## config.mk

```make
export PLATFORM = sky130hd
export DESIGN_NAME = sqvg_cordic_cell
export DESIGN_NICKNAME = d
export VERILOG_FILES = /design/src/sv/sqvg_pkg.sv /design/src/sv/sqvg_cordic_cell.sv
export SDC_FILE = /design/constraint.sdc
export NUM_CORES = 1
export LEC_CHECK = 0
export BUFFER_PORTS_ARGS = -buffer_cell sky130_fd_sc_hd__buf_4
export CELL_PAD_IN_SITES_DETAIL_PLACEMENT = 1
export CELL_PAD_IN_SITES_GLOBAL_PLACEMENT = 1
export CORE_ASPECT_RATIO = 1.4
export CORE_MARGIN = 4
export CORE_UTILIZATION = 30
export CTS_CLUSTER_DIAMETER = 60
export DETAILED_ROUTE_END_ITERATION = 8
export HOLD_SLACK_MARGIN = 0.1
export PLACE_DENSITY = 0.65
export SYNTH_ARGS = -nofsm -noshare
export SYNTH_HDL_FRONTEND = slang
export SYNTH_SLANG_ARGS = --single-unit
```

## constraint.sdc

```tcl
create_clock -name clk_i -period 1.4 [get_ports clk_i]
set_input_delay 0.21 -clock clk_i [delete_from_list [all_inputs] [get_ports clk_i]]
set_output_delay 0.21 -clock clk_i [all_outputs]
set_load 0.1 [all_outputs]
```

## src/sv/sqvg_pkg.sv

```systemverilog
// ----------------------------------------------------------------------------
// sqvg_pkg
// Types and constants shared by the sphere vertex generator and its cells,
// and the arctangent table used by the CORDIC cells.
// ----------------------------------------------------------------------------
package sqvg_pkg;

  localparam int unsigned MaxSteps = 1024;
  localparam int unsigned StepW    = 11;
  localparam int unsigned IdxW     = 10;
  localparam int unsigned DivW     = 43;
  localparam int unsigned RemW     = 11;

  localparam logic signed [31:0] CordicOne = 32'sd652032874;

  typedef enum logic [2:0] {
    REG_RADIUS    = 3'd0,
    REG_CENTER_X  = 3'd1,
    REG_CENTER_Y  = 3'd2,
    REG_CENTER_Z  = 3'd3,
    REG_VERT_STEP = 3'd4,
    REG_RAD_STEP  = 3'd5,
    REG_AZ_OFFSET = 3'd6
  } cfg_reg_e;

  typedef struct packed {
    logic [IdxW-1:0] ring_index;
    logic [IdxW-1:0] band_index;
  } in_item_t;

  typedef struct packed {
    logic [1:0]         corner;
    logic signed [31:0] pos_x;
    logic signed [31:0] pos_y;
    logic signed [31:0] pos_z;
    logic signed [15:0] norm_x;
    logic signed [15:0] norm_y;
    logic signed [15:0] norm_z;
    logic [16:0]        tex_u;
    logic [16:0]        tex_v;
    logic               last_corner;
  } out_item_t;

  typedef struct packed {
    logic [RemW-1:0] rem;
    logic [DivW-1:0] word;
  } div_lane_t;

  typedef struct packed {
    logic signed [31:0] x;
    logic signed [31:0] y;
    logic signed [33:0] z;
  } rot_t;

  typedef struct packed {
    logic [1:0]  corner;
    logic [16:0] tex_u;
    logic [16:0] tex_v;
    logic        neg_lat;
    logic        neg_az;
  } cor_tag_t;

  function automatic logic [31:0] atan_turn(input logic [4:0] k);
    logic [31:0] r;
    case (k)
      5'd0:    r = 32'h20000000;
      5'd1:    r = 32'h12e4051d;
      5'd2:    r = 32'h09fb385b;
      5'd3:    r = 32'h051111d4;
      5'd4:    r = 32'h028b0d43;
      5'd5:    r = 32'h0145d7e1;
      5'd6:    r = 32'h00a2f61e;
      5'd7:    r = 32'h00517c55;
      5'd8:    r = 32'h0028be53;
      5'd9:    r = 32'h00145f2e;
      5'd10:   r = 32'h000a2f98;
      5'd11:   r = 32'h000517cc;
      5'd12:   r = 32'h00028be6;
      5'd13:   r = 32'h000145f3;
      5'd14:   r = 32'h0000a2f9;
      5'd15:   r = 32'h0000517c;
      5'd16:   r = 32'h000028be;
      5'd17:   r = 32'h0000145f;
      5'd18:   r = 32'h00000a2f;
      5'd19:   r = 32'h00000517;
      5'd20:   r = 32'h0000028b;
      5'd21:   r = 32'h00000145;
      5'd22:   r = 32'h000000a2;
      5'd23:   r = 32'h00000051;
      default: r = 32'h00000000;
    endcase
    return r;
  endfunction

endpackage

```

## src/sv/sqvg_cordic_cell.sv

```systemverilog
// ----------------------------------------------------------------------------
// sqvg_cordic_cell
// One CORDIC rotation for the latitude and azimuth angles.
// ----------------------------------------------------------------------------
module sqvg_cordic_cell import sqvg_pkg::*; #(
  parameter int unsigned STAGE = 0
) (
  input  logic     clk_i,
  input  logic     rst_ni,
  input  logic     en_i,
  input  logic     valid_i,
  input  cor_tag_t tag_i,
  input  rot_t     lat_i,
  input  rot_t     az_i,
  output logic     valid_o,
  output cor_tag_t tag_o,
  output rot_t     lat_o,
  output rot_t     az_o
);

  function automatic rot_t rotate(input rot_t a);
    rot_t              r;
    logic signed [33:0] ang;
    ang = $signed({2'b00, atan_turn(5'(STAGE))});
    if (!a.z[33]) begin
      r.x = a.x - (a.y >>> STAGE);
      r.y = a.y + (a.x >>> STAGE);
      r.z = a.z - ang;
    end else begin
      r.x = a.x + (a.y >>> STAGE);
      r.y = a.y - (a.x >>> STAGE);
      r.z = a.z + ang;
    end
    return r;
  endfunction

  logic     valid_q;
  cor_tag_t tag_q;
  rot_t     lat_q, az_q;

  always_ff @(posedge clk_i or negedge rst_ni) begin
    if (!rst_ni) begin
      valid_q <= 1'b0;
    end else if (en_i) begin
      valid_q <= valid_i;
    end
  end

  always_ff @(posedge clk_i) begin
    if (en_i) begin
      tag_q <= tag_i;
      lat_q <= rotate(lat_i);
      az_q  <= rotate(az_i);
    end
  end

  assign valid_o = valid_q;
  assign tag_o   = tag_q;
  assign lat_o   = lat_q;
  assign az_o    = az_q;

endmodule

```

### After elaboration in Yosys (flattened, before gate mapping)

Cells that the tools add are included.

* logic and storage cells: 24
* output and inout bits: 235
* input bits: 238
* register bits: 235

* add/sub/neg operators: 10
* muxes and demuxes: 2

Operators with widths (count)
* two-way mux 98 bit: 2
* subtractor 32 bit: 4
* adder 34 x 31 -> 34 bit, second input constant: 2
* subtractor 34 x 31 -> 34 bit, second input constant: 2
* adder 32 bit: 2

### Longest topological paths before layout

* depth in word-level cells: 2
* gate-level depth with buffers: 13
* depth with buffers taken out: 12

### Least setup slack after synthesis

No wires, ideal clock.

* path kind: input to register
* start: input lat_i[34] (netlist name)
* end: register lat_q (netlist bit lat_o[94]) (data pin)
* setup slack: -1.384 ns
* data required time: 1.133 ns
* buffers on the path: 0
* stages on the path: 11
* data arrival time: 2.517 ns
* setup time: 0.267 ns
* path through: ha_1 > fa_1 > nor2b_1 > o211ai_1 > a31oi_2 > a21oi_2 > o21ai_2 > a2111oi_4 > o31ai_2 > mux2_2 > xnor2_2

* word-level cells in the longest chain between the ends: 2
* elaborated cells on any way between the ends: 3
* those cells by class: add/sub: 2; mux: 1

Ends and longest elaborated chain
* start: declaration: RTL line sqvg_cordic_cell.sv:13 `input rot_t lat_i,`
* subtractor 32 bit / adder 32 bit (equally long branches): RTL line sqvg_cordic_cell.sv:26, sqvg_cordic_cell.sv:30
* two-way mux 98 bit (*): RTL line sqvg_cordic_cell.sv:25 `if (!a.z[33]) begin`
* end signal: assignment: RTL line sqvg_cordic_cell.sv:52 `lat_q <= rotate(lat_i);`
* end: declaration: RTL line sqvg_cordic_cell.sv:39 `rot_t lat_q, az_q;`

Mark *: on every way between the ends. The rest lies on a longest branch, timed or not.
A chain may end at the register's enable or synchronous reset.

### Final worst setup path

* start: input az_i[66] (netlist name)
* end: register az_q (netlist bit az_o[94]) (data pin)

* word-level cells in the longest chain between the ends: 2
* elaborated cells on any way between the ends: 3
* those cells by class: add/sub: 2; mux: 1

Ends and longest elaborated chain
* start: declaration: RTL line sqvg_cordic_cell.sv:14 `input rot_t az_i,`
* subtractor 32 bit / adder 32 bit (equally long branches): RTL line sqvg_cordic_cell.sv:26, sqvg_cordic_cell.sv:30
* two-way mux 98 bit (*): RTL line sqvg_cordic_cell.sv:25
* end signal: assignment: RTL line sqvg_cordic_cell.sv:53 `az_q <= rotate(az_i);`
* end: declaration: RTL line sqvg_cordic_cell.sv:39

Marks and branches as above.

==> results by stage <==
GRT:
- The pin count of the biggest net entering global routing is 55.
- The global-route wire length before repair is 150000 µm.
- After global routing the overflow that remains totals 0.
- The number of antenna violations at the first check in global routing is 5.
- The all-layer global routing usage is 0.301.
- The number of global-route vias before repair is 23700.

Synthesis:
- The most used flip-flop cell after synthesis is edfxtp_1.
- The cell type with the highest aggregate area in the netlist is edfxtp_1.
- The async set-reset flop share out of synthesis is 0.00429.
- Dividing the synthesized area by the synthesized cell count gives 9.45 µm².
- The share of synthesized area in the top cell type comes to 0.384.
- The total of warnings raised by yosys is 0.
- Counting every instance in the synthesized netlist gives 1919.
- The flop and latch count out of synthesis is 233.
- The sequential area share after synthesis is 0.385.
- The number of nets in the synthesized netlist is 2359.
- After synthesis the cells add up to 18100 µm².
- In this run, synthesis inferred 232 flip-flops with an integrated enable.
- By area the synthesized netlist is led by edfxtp_1 (38%), ha_1 (13%), a21oi_1 (6.1%).
- The netlist uses 87 different library cells.

Detailed routing:
- For this block, the initial DRC count from the detailed router was 1094.
- The total vias in the final route is 21400.
- The per-cell via count in the routed design is 5.23.
- After detailed routing, the number of remaining DRC violations is 0.
- For this run, the detailed router's first-pass iteration total came to 5.
- Dividing the detail-routed wire length by the instance count gives 25.9 µm.
- The overall routed net length is 106000 µm.
- The count of nets left with antenna violations once routing finished came out at 0.

Layout:
- The area occupied by multi-input gates is 13700 µm².
- After the last flow step, the layout net total stands at 3700.
- The final instance area is 36200 µm².
- Of the cells placed in the final design, the portion with a size suffix greater than 1 is 0.568.
- The final standard cell utilization of the core is 0.605.
- The finished layout holds 4095 standard cells, fillers aside.
- Across the whole layout, storage elements account for 6990 µm².
- The growth of design area from synthesis to finish is 99.6%.
- Counting the fill cells in the layout gives 6314.

Placement:
- At the end of routability-driven placement, the weighted congestion stood at 0.971.
- OpenSTA, run right after detailed placement, puts the worst setup slack at -1.82 ns.
- The post-place instance area is 28800 µm².
- The cell count after placement is 3786.
- In this run the tool buffered the top-level ports with 472 buffer cells.
- The sum of net half-perimeters after detailed placement is 74700 µm.

Clock tree:
- The buffer levels on the longest clock path is 3.
- The source-to-sink clock delay at the later pin of the worst-skew pair is 0.59 ns.
- The maximum level of the CTS H-tree is 1.
- The clock tree root driver cell is clkbuf_16.
- The clock buffer count from CTS is 29.
- The number of sinks driven by the clock tree is 233.
- The TritonCTS clock tree is yes.
- The clock-pin transition on the worst setup and hold timing paths is 0.06 ns.

Min path:
- The kind of path behind the tightest hold check is in -> reg.

Floorplan:
- The chip height is 299 µm.
- In this run the horizontal extent of the chip is 216 µm.
- 473 I/O pins were placed.
- The total area inside the core boundary comes to 59800 µm².
- The full die area is 64500 µm².
- The initial core utilization is 0.303.
- The initialized floorplan defines 106 standard-cell rows.

STA:
- The number of setup violations in the final report is 244.
- Timing would allow up to 410 MHz.
- After layout, the minimum clock period comes to 2.44 ns.
- The number of max-slew violations in the final report is 0.
- Across all setup checks in the final design, the least slack found is -1.04 ns.
- In this run the tightest slew margin relative to its limit is 0.447.
- The clock skew after layout is 0 ns.
- The measured slew at the worst slew-check pin is 0.822 ns.
- Setup repair after global routing could not meet its margin everywhere.
- The post-route setup TNS is -76.03 ns.
- The number of hold violations in the final report is 0.
- The final clock period utilization by the worst path is 1.74.

Setup path:
- The signal arrival time at the worst endpoint is 2.77 ns.
- The sort of element at the start of the critical path is a primary input.
- The top fanout value on the critical path is 2.
- STA classifies the critical path endpoint as a register.
- The category of the critical setup timing path is in -> reg.
- Data on the critical path is required at its endpoint by 1.73 ns.

Pwr:
- In this run the power density over the cells is 1080 nW/µm².
- The analysis attributes to cell leakage a power of 0.0160 µW.
- The maximum VDD drop is 1.01 mV.

Outcome:
- The run finished, with violations left.
- The final reports fail on negative setup slack.

Run:
- The number of violations of the max-capacitance limit is 0.
[worst paths after layout]
| path | from | to | slack, ns | cells past startpoint |
|---|---|---|---|---|
| hold reg to reg | valid_o | valid_o | 0.71 | 2 |
| setup reg to reg | valid_o | valid_o | 0.45 | 2 |
| setup / recovery | az_i[66] | az_o[94] | -1.04 | 14 |
| max in group asynchronous | rst_ni | valid_o | 0.80 | 3 |
| min in group asynchronous | rst_ni | valid_o | 0.48 | 3 |
| hold / removal | lat_i[67] | lat_o[67] | 0.18 | 4 |
[per-stage QoR]
stage,hold WS [ns],total power [µW]
global route,0.172,40200
floorplan,-0.0856,20500
detailed placement,-0.0114,27000
CTS,0.109,37600
global placement,-0.0141,26800
finish,0.183,39000
[cells in the mapped netlist, types with 32 or more instances]
library cell    n
nand2_1        94
o21bai_1       32
clkbuf_1       44
inv_1         188
ha_1          194
xnor2_1        97
o21ai_0       105
a21o_1         59
nor2_1        136
nor3_1         34
edfxtp_1      232
a21oi_1       220
[report_power, final]
group	total, µW	internal (µW)	switching [µW]	leakage [µW]
sequential	9550	8910	646	0.00228
combinational	21500	7950	13500	0.0132
clock	7950	4420	3530	0.000474
total	39000	21300	17700	0.0160
[worst max-delay path, cell delays in order]
cell	delay, ns
buf_12	0.11
buf_12	0.12
inv_12	0.04
ha_4	0.12
fa_2	0.24
nor2b_4	0.06
o31ai_4	0.20
a21oi_2	0.13
a221o_1	0.39
a31oi_4	0.25
o31ai_4	0.11
a211o_1	0.33
a221oi_2	0.30
xnor2_1	0.13
[cell usage in the layout, fill, tap and decap left out, types with 32 or more instances in the layout]
cell and count:
ha_4 52, nand2_1 74, buf_4 879, inv_1 147
a21o_1 56, a21oi_4 32, a21oi_2 64, buf_6 348
xnor2_1 75, a21oi_1 125, buf_8 36, o21ai_2 32
ha_1 133, dlygate4sd3_1 109, edfxtp_1 232, o21ai_0 47
nor2_1 104
[state kept, by name (all words and copies together) (netlist names)]
signal	cells
az_o	97
lat_o	97
tag_o	38
valid_o	1
[per-layer routing]
layer | part of all wire | up-vias | global-route usage | wire, µm
li1 | - | 9602 | - | -
met1 | 0.34 | 10700 | 0.293 | 35700
met2 | 0.55 | 799 | 0.603 | 58600
met3 | 0.044 | 327 | 0.0451 | 4710
met4 | 0.066 | 0 | 0.155 | 6980
met5 | 0 | - | 0 | 0
[final cells by class]
type,count,area share
multi-input cells,1401,0.378
repair buffers,1397,0.349
inverters,198,0.0245
clock inverters,22,0.00677
well taps,810,0.0280
diodes,4,0.000277
flip-flops and latches,233,0.193
clock buffers,30,0.0201
[logic make-up after synthesis]
group           after synthesis  synth area share
mux                          30            0.0168
simple gates                428             0.114
xor+xnor                    123            0.0598
flops                       233             0.385
fa+ha+maj                   202             0.143
compound gates              618             0.219
buf+inv                     285            0.0620
[what timing repair did]
action                                  CTS  global route
hold buffers                            109             0
resized for setup                       718           244
endpoints found under the setup margin  337           345
setup buffers                            99            85
pin swaps                               213           204
hold endpoints to repair                121             0
Note: power is estimated with default switching activity, not from simulation.
