### src/sv/sqvg_pkg.sv
// ----------------------------------------------------------------------------
// sqvg_pkg
// Types and constants shared by the sphere vertex generator and its cells,
// and the arctangent table used by the CORDIC cells.
// ----------------------------------------------------------------------------
package sqvg_pkg;

  localparam int unsigned MaxSteps = 1024;
  localparam int unsigned StepW    = 11;
  localparam int unsigned IdxW     = 10;
  localparam int unsigned DivW     = 43;
  localparam int unsigned RemW     = 11;

  localparam logic signed [31:0] CordicOne = 32'sd652032874;

  typedef enum logic [2:0] {
    REG_RADIUS    = 3'd0,
    REG_CENTER_X  = 3'd1,
    REG_CENTER_Y  = 3'd2,
    REG_CENTER_Z  = 3'd3,
    REG_VERT_STEP = 3'd4,
    REG_RAD_STEP  = 3'd5,
    REG_AZ_OFFSET = 3'd6
  } cfg_reg_e;

  typedef struct packed {
    logic [IdxW-1:0] ring_index;
    logic [IdxW-1:0] band_index;
  } in_item_t;

  typedef struct packed {
    logic [1:0]         corner;
    logic signed [31:0] pos_x;
    logic signed [31:0] pos_y;
    logic signed [31:0] pos_z;
    logic signed [15:0] norm_x;
    logic signed [15:0] norm_y;
    logic signed [15:0] norm_z;
    logic [16:0]        tex_u;
    logic [16:0]        tex_v;
    logic               last_corner;
  } out_item_t;

  typedef struct packed {
    logic [RemW-1:0] rem;
    logic [DivW-1:0] word;
  } div_lane_t;

  typedef struct packed {
    logic signed [31:0] x;
    logic signed [31:0] y;
    logic signed [33:0] z;
  } rot_t;

  typedef struct packed {
    logic [1:0]  corner;
    logic [16:0] tex_u;
    logic [16:0] tex_v;
    logic        neg_lat;
    logic        neg_az;
  } cor_tag_t;

  function automatic logic [31:0] atan_turn(input logic [4:0] k);
    logic [31:0] r;
    case (k)
      5'd0:    r = 32'h20000000;
      5'd1:    r = 32'h12e4051d;
      5'd2:    r = 32'h09fb385b;
      5'd3:    r = 32'h051111d4;
      5'd4:    r = 32'h028b0d43;
      5'd5:    r = 32'h0145d7e1;
      5'd6:    r = 32'h00a2f61e;
      5'd7:    r = 32'h00517c55;
      5'd8:    r = 32'h0028be53;
      5'd9:    r = 32'h00145f2e;
      5'd10:   r = 32'h000a2f98;
      5'd11:   r = 32'h000517cc;
      5'd12:   r = 32'h00028be6;
      5'd13:   r = 32'h000145f3;
      5'd14:   r = 32'h0000a2f9;
      5'd15:   r = 32'h0000517c;
      5'd16:   r = 32'h000028be;
      5'd17:   r = 32'h0000145f;
      5'd18:   r = 32'h00000a2f;
      5'd19:   r = 32'h00000517;
      5'd20:   r = 32'h0000028b;
      5'd21:   r = 32'h00000145;
      5'd22:   r = 32'h000000a2;
      5'd23:   r = 32'h00000051;
      default: r = 32'h00000000;
    endcase
    return r;
  endfunction

endpackage

### src/sv/sqvg_div_cell.sv
// ----------------------------------------------------------------------------
// sqvg_div_cell
// One restoring-division step for the azimuth and latitude quotients.
// ----------------------------------------------------------------------------
module sqvg_div_cell import sqvg_pkg::*; (
  input  logic             clk_i,
  input  logic             rst_ni,
  input  logic             en_i,
  input  logic [StepW-1:0] d_az_i,
  input  logic [StepW-1:0] d_lat_i,
  input  logic             valid_i,
  input  logic [1:0]       corner_i,
  input  div_lane_t        az_i,
  input  div_lane_t        lat_i,
  output logic             valid_o,
  output logic [1:0]       corner_o,
  output div_lane_t        az_o,
  output div_lane_t        lat_o
);

  function automatic div_lane_t div_step(input div_lane_t a, input logic [StepW-1:0] d);
    logic [RemW:0] t;
    div_lane_t     r;
    t      = {a.rem, a.word[DivW-1]};
    r.word = {a.word[DivW-2:0], 1'b0};
    if (t >= {1'b0, d}) begin
      t         = t - {1'b0, d};
      r.word[0] = 1'b1;
    end
    r.rem = t[RemW-1:0];
    return r;
  endfunction

  logic      valid_q;
  logic [1:0] corner_q;
  div_lane_t az_q, lat_q;

  always_ff @(posedge clk_i or negedge rst_ni) begin
    if (!rst_ni) begin
      valid_q <= 1'b0;
    end else if (en_i) begin
      valid_q <= valid_i;
    end
  end

  always_ff @(posedge clk_i) begin
    if (en_i) begin
      corner_q <= corner_i;
      az_q     <= div_step(az_i, d_az_i);
      lat_q    <= div_step(lat_i, d_lat_i);
    end
  end

  assign valid_o  = valid_q;
  assign corner_o = corner_q;
  assign az_o     = az_q;
  assign lat_o    = lat_q;

endmodule

### config.mk
export PLATFORM = sky130hd
export DESIGN_NAME = sqvg_div_cell
export DESIGN_NICKNAME = d
export VERILOG_FILES = /design/src/sv/sqvg_pkg.sv /design/src/sv/sqvg_div_cell.sv
export SDC_FILE = /design/constraint.sdc
export NUM_CORES = 1
export LEC_CHECK = 0
export ABC_AREA = 0
export BUFFER_PORTS_ARGS = -buffer_cell sky130_fd_sc_hd__buf_2
export CORE_UTILIZATION = 49
export CTS_CLUSTER_SIZE = 25
export DETAILED_ROUTE_END_ITERATION = 10
export MAX_ROUTING_LAYER = met4
export PLACE_DENSITY = 0.94
export REMOVE_ABC_BUFFERS = 1
export SYNTH_ARGS = -nofsm -noshare
export SYNTH_HDL_FRONTEND = slang
export SYNTH_SLANG_ARGS = --single-unit
### constraint.sdc
create_clock -name clk_i -period 1.46 [get_ports clk_i]
set_clock_uncertainty 0.2 [all_clocks]
set_input_delay 0.219 -clock clk_i [delete_from_list [all_inputs] [get_ports clk_i]]
set_output_delay 0.219 -clock clk_i [all_outputs]
set_load 0.02 [all_outputs]
### After elaboration in Yosys (flattened, before gate mapping)

Index checks and enable logic that the tools add are counted.

* register bits: 111
* logic and storage cells: 14

* $add $sub $neg: 2
* magnitude comparators: 2
* muxes and demuxes: 4

Operators with widths (count)
* $ge 12x11->1: 2
* $mux 11: 2
* $sub 11x11->11: 2
* $mux 1: 2

### Depth between registers and ports, before layout

Gate-level depths: netlist of run 1.

* word-level depth: 2
* mapped depth: 9
* depth with buffers taken out: 9

### Worst setup path before layout of run 1

No wires, ideal clock.

* kind: input-to-reg
* start point: input port az_i[42] (netlist bit)
* end point: register az_q, in the netlist az_o[46] (data pin)
* library setup time: 0.260 ns
* arrival: 2.081 ns
* required time: 1.000 ns
* setup slack: -1.081 ns
* stages: 9
* path buffers: 1
* cell sequence: inv_1 > ha_1 > fa_1 > nand2b_1 > a21oi_1 > a41oi_1 > o31ai_2 > buf_6 > mux2_2

* word-level cells in the longest chain between the ends: 2
* elaborated cells on any way between the ends: 3
* classes of those cells: add/sub (1); order compare (1); mux (1)

Ends and longest elaborated chain
* from (decl): RTL line sqvg_div_cell.sv:13 `input div_lane_t az_i,`
* $sub 11x11->11 or $ge 12x11->1 (tied branches): RTL line sqvg_div_cell.sv:27, sqvg_div_cell.sv:26
* $mux 11 *: RTL line sqvg_div_cell.sv:26 `if (t >= {1'b0, d}) begin`
* to (signal assigned): RTL line sqvg_div_cell.sv:49 `az_q <= div_step(az_i, d_az_i);`
* to (decl): RTL line sqvg_div_cell.sv:36 `div_lane_t az_q, lat_q;`

Mark *: on every way between the ends. The rest lies on a longest branch, timed or not.
A chain may end at the register's enable or synchronous reset.

### Worst setup path after layout of run 1

* start point: input port az_i[42] (netlist bit)
* end point: register az_q, in the netlist az_o[43] (data pin)

Same word-level chain as after synthesis.

==> metrics.md, run 1 <==
| Metric | Value |
|---|---|
| Status | complete, but fails checks |
| Failing checks | setup timing |
| Worst-path clk slew | roughly 110 ps |
| Relative slew margins | approximately three quarters |
| Worst-Margin Slew | roughly 380 ps |
| Cell-internal power | 5.77 mW |
| Layout cells sized above 1 | a little under three fifths |
| Crit path kind | in -> reg |
| Worst-Skew Late Latency | between 300 and 400 ps |
| Mapped Cells | ~340 |
| Avg Vias per Cell | about 5.8 |
| Cell taking the most area after synthesis | edfxtp_1 |
| Setup TNS | -12250 ps |
| Pins over their slew limit | 0 |
| CP top delay family | compound AO/OA/AOI/OAI gates |
| Hold Crit Class | in -> reg |
| H-tree levels | 3 |
| Crit-path cells | buf_6 > inv_4 > ha_4 > fa_2 > nand2b_4 > a21oi_4 > a41oi_4 > o31ai_4 > buf_6 > buf_6 > mux2i_2 |
| Tcrit/Tclk final | 147% |
| Die ar. | 0.0104 mm² |
| Post-synth EDFFs | 110 |
| WL final | between 20000 and 25000 µm |
| Top-area cell type share of the netlist area | 67.7% |
| Post-synth top cells | edfxtp_1 (110), inv_1 (34), ha_1 (22), nor2_1 (22), a21oi_1 (19) |
| Area of the multi-input gates | around 0.0019 mm² |
| # DRC | 0 |
| Final Non-Filler Cells | a little over 900 |
| CTS tree | built |
| Antenna Violating Nets Remaining | 0 |
| Setup ws final | -684 ps |
| Fillcell total | 376 |
| Final setup viols | 25 |
| RSZ-0062 raised after global routing | yes |
| Most Frequent Cell on Critical Path | buf_6 |
| Yosys warning count | 0 |
| Clk root buf | clkbuf_8 |
| Primary FF master, synth | edfxtp_1 |
| Placeable Area | 0.00973 mm² |
| Hold depth | 3 |
| Antenna violations before repair | 2 |
| Area Growth Syn to Fin | 79.9% |
| Synthesized cell area | 0.00488 mm² |
| Levels on crit path | 11 |
| CP endpoint kind | register |
| Buf/Inv on CP | 4 |
| Die Wd | approximately 100 µm |
| Cts bufs inserted | 9 |
| Largest net degree at the start of global routing | 29 |
| GP Congestion | roughly 0.92 |
| Net Sw Frac | between 30% and 40% |
| Initial Util | 50.2% |
| Slowest-stage cell, CP | o31ai_4 |
| Place WS | -1300 ps |
| DP HPWL | 11000 µm |
| CP Data Required Time | 1450 ps |
| Average cell area after synthesis | 14.6 µm² |
| Top cells by area, synth | edfxtp_1 (68%), ha_1 (5.6%), inv_1 (2.6%), a21oi_1 (1.9%), nor2_1 (1.7%) |
| Count leader, synth | edfxtp_1 |
| Routed WL per cell | between 20 and 25 µm |
| Delay of the slowest cell on the worst path | roughly 350 ps |
| Clock Power Share | a little over a fifth |
| First-pass GRT wire length | 28300 µm |
| GRT overflow | 0 |
| Sw power | 2.76 mW |
| Max VDD drop | approximately 0.52 mV |
| Sequential fraction of the synthesis area | about 68% |
| Sink Count | approximately 110 |
| Post-layout util | between 90 and 100% |
| Static leakage | about 3.9 nW |
| Die H | 102 µm |
| Fin. Hold Viols | 0 |
| Worst path arrival time | ~2100 ps |
| Port bufs | 246 |
| Routed vias | 5338 |
| Detailed Route Iter0 Violations | roughly 460 |
| Cell count of the worst reg-to-reg path | 1 |
| TritonRoute pass-1 iters | 5 |
| Top Ports | approximately 250 |
| Fin nets | around 950 |
| Via count of the first global-routing pass | 5251 |
| Setup crit start kind | primary input |
| Async SR Flop Fraction | less than 1% |
| Combinational share of power | 31.9% |
| Yosys reg bits | between 100 and 150 |
| Worst-path fanout max | 4 |
| Pwr per Cell Area | 971 mW/mm² |
| Sequential cell area | about 0.0033 mm² |
| Maximum clock path buffer count | 2 |
| Min Tclk post-route | between 2000 and 2500 ps |
| Post-synth cell types | 47 |
| GRT Total Usage | 38.6% |
| Site row count | 36 |
| Placed insts | 799 |
| Peak Freq | 466 MHz |
| Max cap viols | 0 |
| Sequential share of power | roughly 47% |
## cells by family (layout without fill, tap and decap cells)
family / Yosys count / in the layout / share of synthesized area [%]
AOI/OAI and AO/OA: 75 / 75 / 10.2
xor gates and xnor gates: 6 / 6 / 1.08
adders and majority gates: 24 / 24 / 6.46
buffers and inverters: 38 / 494 / 3.31
DFF: 111 / 111 / 68.2
muxes: 15 / 15 / 3.77
other: 0 / 2 / 0
and+or+nand+nor: 66 / 66 / 7.00
## area by class of cell
class                   count  area share, %
flip-flops and latches    111           37.9
clock inverters             6          0.470
clock buffers              10           1.57
well taps                 133           1.90
repair buffers            443           35.1
inverters                  35           1.64
diodes                      2         0.0570
multi-input cells         186           21.4
## per-stage QoR
stage,hold WS [ps],total power [mW],instance area [µm²]
6_report,50.3,8.52,8780
5_1_grt,52.9,8.75,8780
4_1_cts,41.2,7.97,8470
2_1_floorplan,-277,4.96,4850
3_5_place_dp,-205,5.93,6940
3_3_place_gp,-206,5.84,6940
## power by group through the flow
| stage | sequential, mW | clock, mW | combinational [mW] |
|---|---|---|---|
| floorplan | 4.40 | 0 | 0.566 |
| global placement | 3.98 | 0 | 1.86 |
| detailed placement | 4.01 | 0 | 1.92 |
| CTS | 3.93 | 1.71 | 2.33 |
| global route | 4.00 | 1.92 | 2.83 |
| finish | 3.98 | 1.83 | 2.72 |
## routing by layer
layer,up-vias,global-route usage (%),routed length [µm]
met3,163,7.73,2090
li1,2182,-,-
met5,-,-,0
met1,2495,39.0,7140
met2,498,66.9,11400
met4,0,27.4,2050
## what timing repair did
item,CTS,global route
pin swaps,23,20
hold buffers,97,0
buffers inserted,7,6
hold endpoints to repair,96,0
endpoints found under the setup margin,24,26
gates cloned,0,0
gates resized for setup,68,55
## sequential cells by signal, summed over array words and instances, names as in the netlist
register / flops
az_o: 54
lat_o: 54
valid_o: 1
corner_o: 2
## cell usage in the layout, fill, tap and decap left out, types with 10 or more instances in the layout
master         synthesis  layout
dlygate4sd3_1          0      97
buf_6                  2      15
clkbuf_8               0      10
nor2_1                22      17
edfxtp_1             110     110
mux2_4                 5      11
inv_1                 34      30
buf_4                  0      89
ha_1                  22      14
buf_2                  1     237
## path summary, 6_finish.rpt
| kind | end | from | slack (ps) |
|---|---|---|---|
| setup / recovery | az_o[43] | az_i[42] | -680 |
| hold / removal | lat_o[47] | lat_i[46] | 50 |
| setup reg to reg | valid_o | valid_o | 390 |
| hold reg to reg | valid_o | valid_o | 470 |
| max in group asynchronous | valid_o | rst_ni | 410 |
| min in group asynchronous | valid_o | rst_ni | 510 |
## worst min-delay path, delay by kind of cell
family | cells | cell delay, ps
and+or+nand+nor | 1 | 110
buffers and inverters | 1 | 100
AOI/OAI and AO/OA | 1 | 70
(Power assumes the default switching activity.)
==> inputs of run 2 (changes only) <==
- PLACE_DENSITY: 0.94 -> 0.85
==> metrics.md, run 2 <==
| Metric | Value |
|---|---|
| DP HPWL | 11300 µm (+3.2%) |
| H-tree levels | 3 (unchanged) |
| First-pass GRT wire length | 27800 µm (-1.8%) |
| Post-synth EDFFs | 110 (unchanged) |
| Largest net degree at the start of global routing | 27 (-6.9%) |
| Count leader, synth | edfxtp_1 |
| Halt Stage | detailed routing (5_2_route) |
| Status | did not finish |
| Die Wd | 102 µm (unchanged) |
| Post-synth top cells | edfxtp_1 (110), inv_1 (34), ha_1 (22), nor2_1 (22), a21oi_1 (19) |
| Site row count | 36 (unchanged) |
| Initial Util | 50.2% (unchanged) |
| Maximum clock path buffer count | 2 (unchanged) |
| Cell taking the most area after synthesis | edfxtp_1 |
| Yosys reg bits | 111 (unchanged) |
| Top Ports | 247 (unchanged) |
| Synthesized cell area | 0.00488 mm² (unchanged) |
| Top cells by area, synth | edfxtp_1 (68%), ha_1 (5.6%), inv_1 (2.6%), a21oi_1 (1.9%), nor2_1 (1.7%) |
| Sink Count | 111 (unchanged) |
| Cts bufs inserted | 9 (unchanged) |
| GRT Total Usage | 38.8% (+0.20 points) |
| Sequential fraction of the synthesis area | 68.2% (unchanged) |
| Yosys warning count | 0 (unchanged) |
| Via count of the first global-routing pass | 5217 (-0.65%) |
| Primary FF master, synth | edfxtp_1 |
| Dpl cell area | 0.00702 mm² (+1.1%) |
| Average cell area after synthesis | 14.6 µm² (unchanged) |
| Clk root buf | clkbuf_8 |
| Mapped Cells | 335 (unchanged) |
| Die H | 102 µm (unchanged) |
| GRT overflow | 0 (unchanged) |
| Worst Endpoint after GRT Repair | az_o[49]$_DFFE_PP_/D |
| Top-area cell type share of the netlist area | 67.7% (unchanged) |
| Place WS | -1170 ps (+128 ps) |
| Antenna violations before repair | 4 (+2) |
| Stop Error | [ERROR DRT-0255] Maze Route cannot find path of net clk_i in worker of routeBox ( 48300 0 ) ( 101820 48300 ). |
| Async SR Flop Fraction | 0.901% (unchanged) |
| Port bufs | 246 (unchanged) |
| Post-synth cell types | 47 (unchanged) |
| GP Congestion | 0.924 (+0.77%) |
| Worst_ep kind | register data pin |
run 2: cell counts after synthesis:
Identical to the previous run, type by type.
run 2: timing repair:
action                                  in CTS  in global routing
gates resized for setup                     65                 37
endpoints found under the hold margin       94                  0
pin swaps                                   22                 11
setup buffers                               10                 11
hold buffers                                95                  0
endpoints found under the setup margin      24                 27
run 2: cell families after synthesis:
| group | after synthesis | synth area share (%) |
|---|---|---|
| AOI/OAI and AO/OA | 75 | 10.2 |
| xor gates and xnor gates | 6 | 1.08 |
| adders and majority gates | 24 | 6.46 |
| buffers and inverters | 38 | 3.31 |
| DFF | 111 | 68.2 |
| muxes | 15 | 3.77 |
| and+or+nand+nor | 66 | 7.00 |
run 2: per-stage QoR:
stage | std cells | TNS, ps
5_1_grt | 940 | -12080
3_3_place_gp | 806 | -22610
4_1_cts | 926 | -9850
3_5_place_dp | 806 | -24400
2_1_floorplan | 332 | -25770
run 2: metal layers:
metal  global-route usage (%)
met2                     66.6
met5                        -
met4                     24.7
met1                     39.6
met3                     9.78
==> inputs of run 3 (changes only) <==
- CORE_UTILIZATION: 49 -> 40
- CTS_CLUSTER_SIZE: 25 -> unset
- MAX_ROUTING_LAYER: met4 -> unset
- PLACE_DENSITY: 0.85 -> unset
- PLACE_DENSITY_LB_ADDON: unset -> 0.15
==> metrics.md, run 3 (synthesis results as in run 1) <==
| Metric | Value |
|---|---|
| Die H | 112 µm (+10%) |
| Max cap viols | 0 |
| Site row count | 39 (+8.3%) |
| Max VDD drop | about 0.51 mV |
| Worst-Margin Slew | 376 ps |
| First-pass GRT wire length | 24200 µm (-13%) |
| Peak Freq | approximately 470 MHz |
| Hold Crit Class | in -> reg |
| CP endpoint kind | register |
| Crit path kind | in -> reg |
| Top Ports | 247 (unchanged) |
| CP Data Required Time | 1360 ps |
| Antenna violations before repair | 0 (-4) |
| Most frequent cells in the layout | buf_2 (239), edfxtp_1 (110), dlygate4sd3_1 (90), buf_4 (90), inv_1 (31) |
| CP top delay family | adder cells |
| Worst-path clk slew | 70 ps |
| Hold depth | 2 |
| Slowest-stage cell, CP | fa_2 |
| Setup ws final | -651 ps |
| CTS tree | built |
| Maximum clock path buffer count | 2 (unchanged) |
| Routed WL per cell | roughly 17 µm |
| Fin. Hold Viols | 0 |
| Worst-Skew Late Latency | roughly 330 ps |
| Cell count of the worst reg-to-reg path | 1 |
| Final Non-Filler Cells | 930 |
| DP HPWL | 10500 µm (-7.7%) |
| RSZ-0062 raised after global routing | yes |
| Initial Util | 41.9% (-8.3 points) |
| Routed vias | approximately 4.6k |
| Detailed Route Iter0 Violations | between 200 and 300 |
| Buf/Inv on CP | 3 |
| Worst Hold Path EP | az_o[47] |
| Via count of the first global-routing pass | 4715 (-9.6%) |
| Antenna Violating Nets Remaining | 0 |
| Clk root buf | clkbuf_16 |
| GRT overflow | 0 (unchanged) |
| Setup crit start kind | primary input |
| Status | complete, but fails checks |
| Avg Vias per Cell | between 4 and 5 |
| Crit-path cells | buf_6 > inv_4 > ha_4 > fa_2 > nand2b_4 > a21oi_4 > a41oi_2 > o31ai_2 > buf_4 > mux2_4 |
| Fin nets | about 940 |
| TritonRoute pass-1 iters | 4 |
| Delay of the slowest cell on the worst path | 340 ps |
| Largest net degree at the start of global routing | 23 (-15%) |
| Worst-path fanout max | 6 |
| # DRC | 0 |
| Placeable Area | approximately 0.012 mm² |
| Port bufs | 246 (unchanged) |
| Cts bufs inserted | 9 (unchanged) |
| Static leakage | just under 4 nW |
| Tcrit/Tclk final | 145% |
| Area Growth Syn to Fin | 78.9% |
| Post-layout util | between 70% and 80% |
| Pwr per Cell Area | about 1000 mW/mm² |
| Die Wd | 112 µm (+10%) |
| GP Congestion | 0.861 (-6.8%) |
| Min Tclk post-route | around 2100 ps |
| Placed insts | 810 (+0.50%) |
| Sink Count | 111 (unchanged) |
| Reg2Reg Setup Slack | around 480 ps |
| Relative slew margins | 74.8% |
| WL final | between 15000 and 20000 µm |
| Final setup viols | 24 |
| Layout cells sized above 1 | a little over half |
| Failing checks | setup timing |
| GRT Total Usage | 25.2% (-14 points) |
| Antenna cells | 0 |
| Hold path start | az_i[46] |
| Worst r2r src | valid_o |
| Pins over their slew limit | 0 |
| H-tree levels | 3 (unchanged) |
| Die ar. | about 0.013 mm² |
| Reg2reg end | valid_o |
| Commonest non-fill, non-tap cell in the layout | buf_2 |
| Worst path arrival time | roughly 2000 ps |
==> run 3: what timing repair did <==
action | 4_1_cts | 5_1_grt
gates cloned | 0 | 0
hold endpoints to repair | 89 | 0
resized for setup | 70 | 23
pin swaps | 20 | 15
hold buffers | 90 | 0
buffers inserted | 10 | 7
endpoints found under the setup margin | 24 | 24
==> run 3: worst max path at each step <==
stage / start / to / cells past startpoint
floorplan: az_i[42] / az_o[45] / 8
global placement: az_i[42] / az_o[53] / 10
detailed placement: az_i[42] / az_o[53] / 10
CTS: az_i[42] / az_o[53] / 10
global route: d_az_i[3] / az_o[53] / 9
finish: az_i[42] / az_o[53] / 10
==> run 3: final cells by class <==
class | count | area [µm²]
flip-flops and latches | 111 | 3330
well taps | 143 | 179
clock buffers | 9 | 225
repair buffers | 439 | 3050
inverters | 35 | 144
fillers | 752 | 2930
clock inverters | 7 | 80.1
multi-input cells | 186 | 1730
==> run 3: power breakdown <==
part | switching (mW) | internal [mW] | total (mW)
clock | 1.16 | 1.36 | 2.52
sequential | 0.0891 | 3.85 | 3.94
combinational | 1.24 | 1.18 | 2.42
==> run 3: layer usage <==
metal | GRT usage, % | wire length [µm] | vias to the layer above | part of all wire [%]
li1 | - | - | 2174 | -
met1 | 27.5 | 5960 | 2186 | 37
met2 | 46.6 | 8660 | 213 | 54
met3 | 4.81 | 937 | 45 | 5.8
met4 | 12.6 | 609 | 0 | 3.8
met5 | 0 | 0 | - | 0
==> run 3: stage by stage <==
stage | power (mW) | worst slack [ps] | setup TNS (ps) | instance area [µm²] | hold slack (ps)
finish | 8.88 | -651 | -11600 | 8740 | 21.6
global route | 9.22 | -691 | -12400 | 8740 | 4.14
CTS | 8.80 | -648 | -11250 | 8610 | 5.01
detailed placement | 5.91 | -1220 | -24730 | 7000 | -205
global placement | 5.87 | -1120 | -22930 | 7000 | -205
floorplan | 4.96 | -1400 | -25770 | 4850 | -277
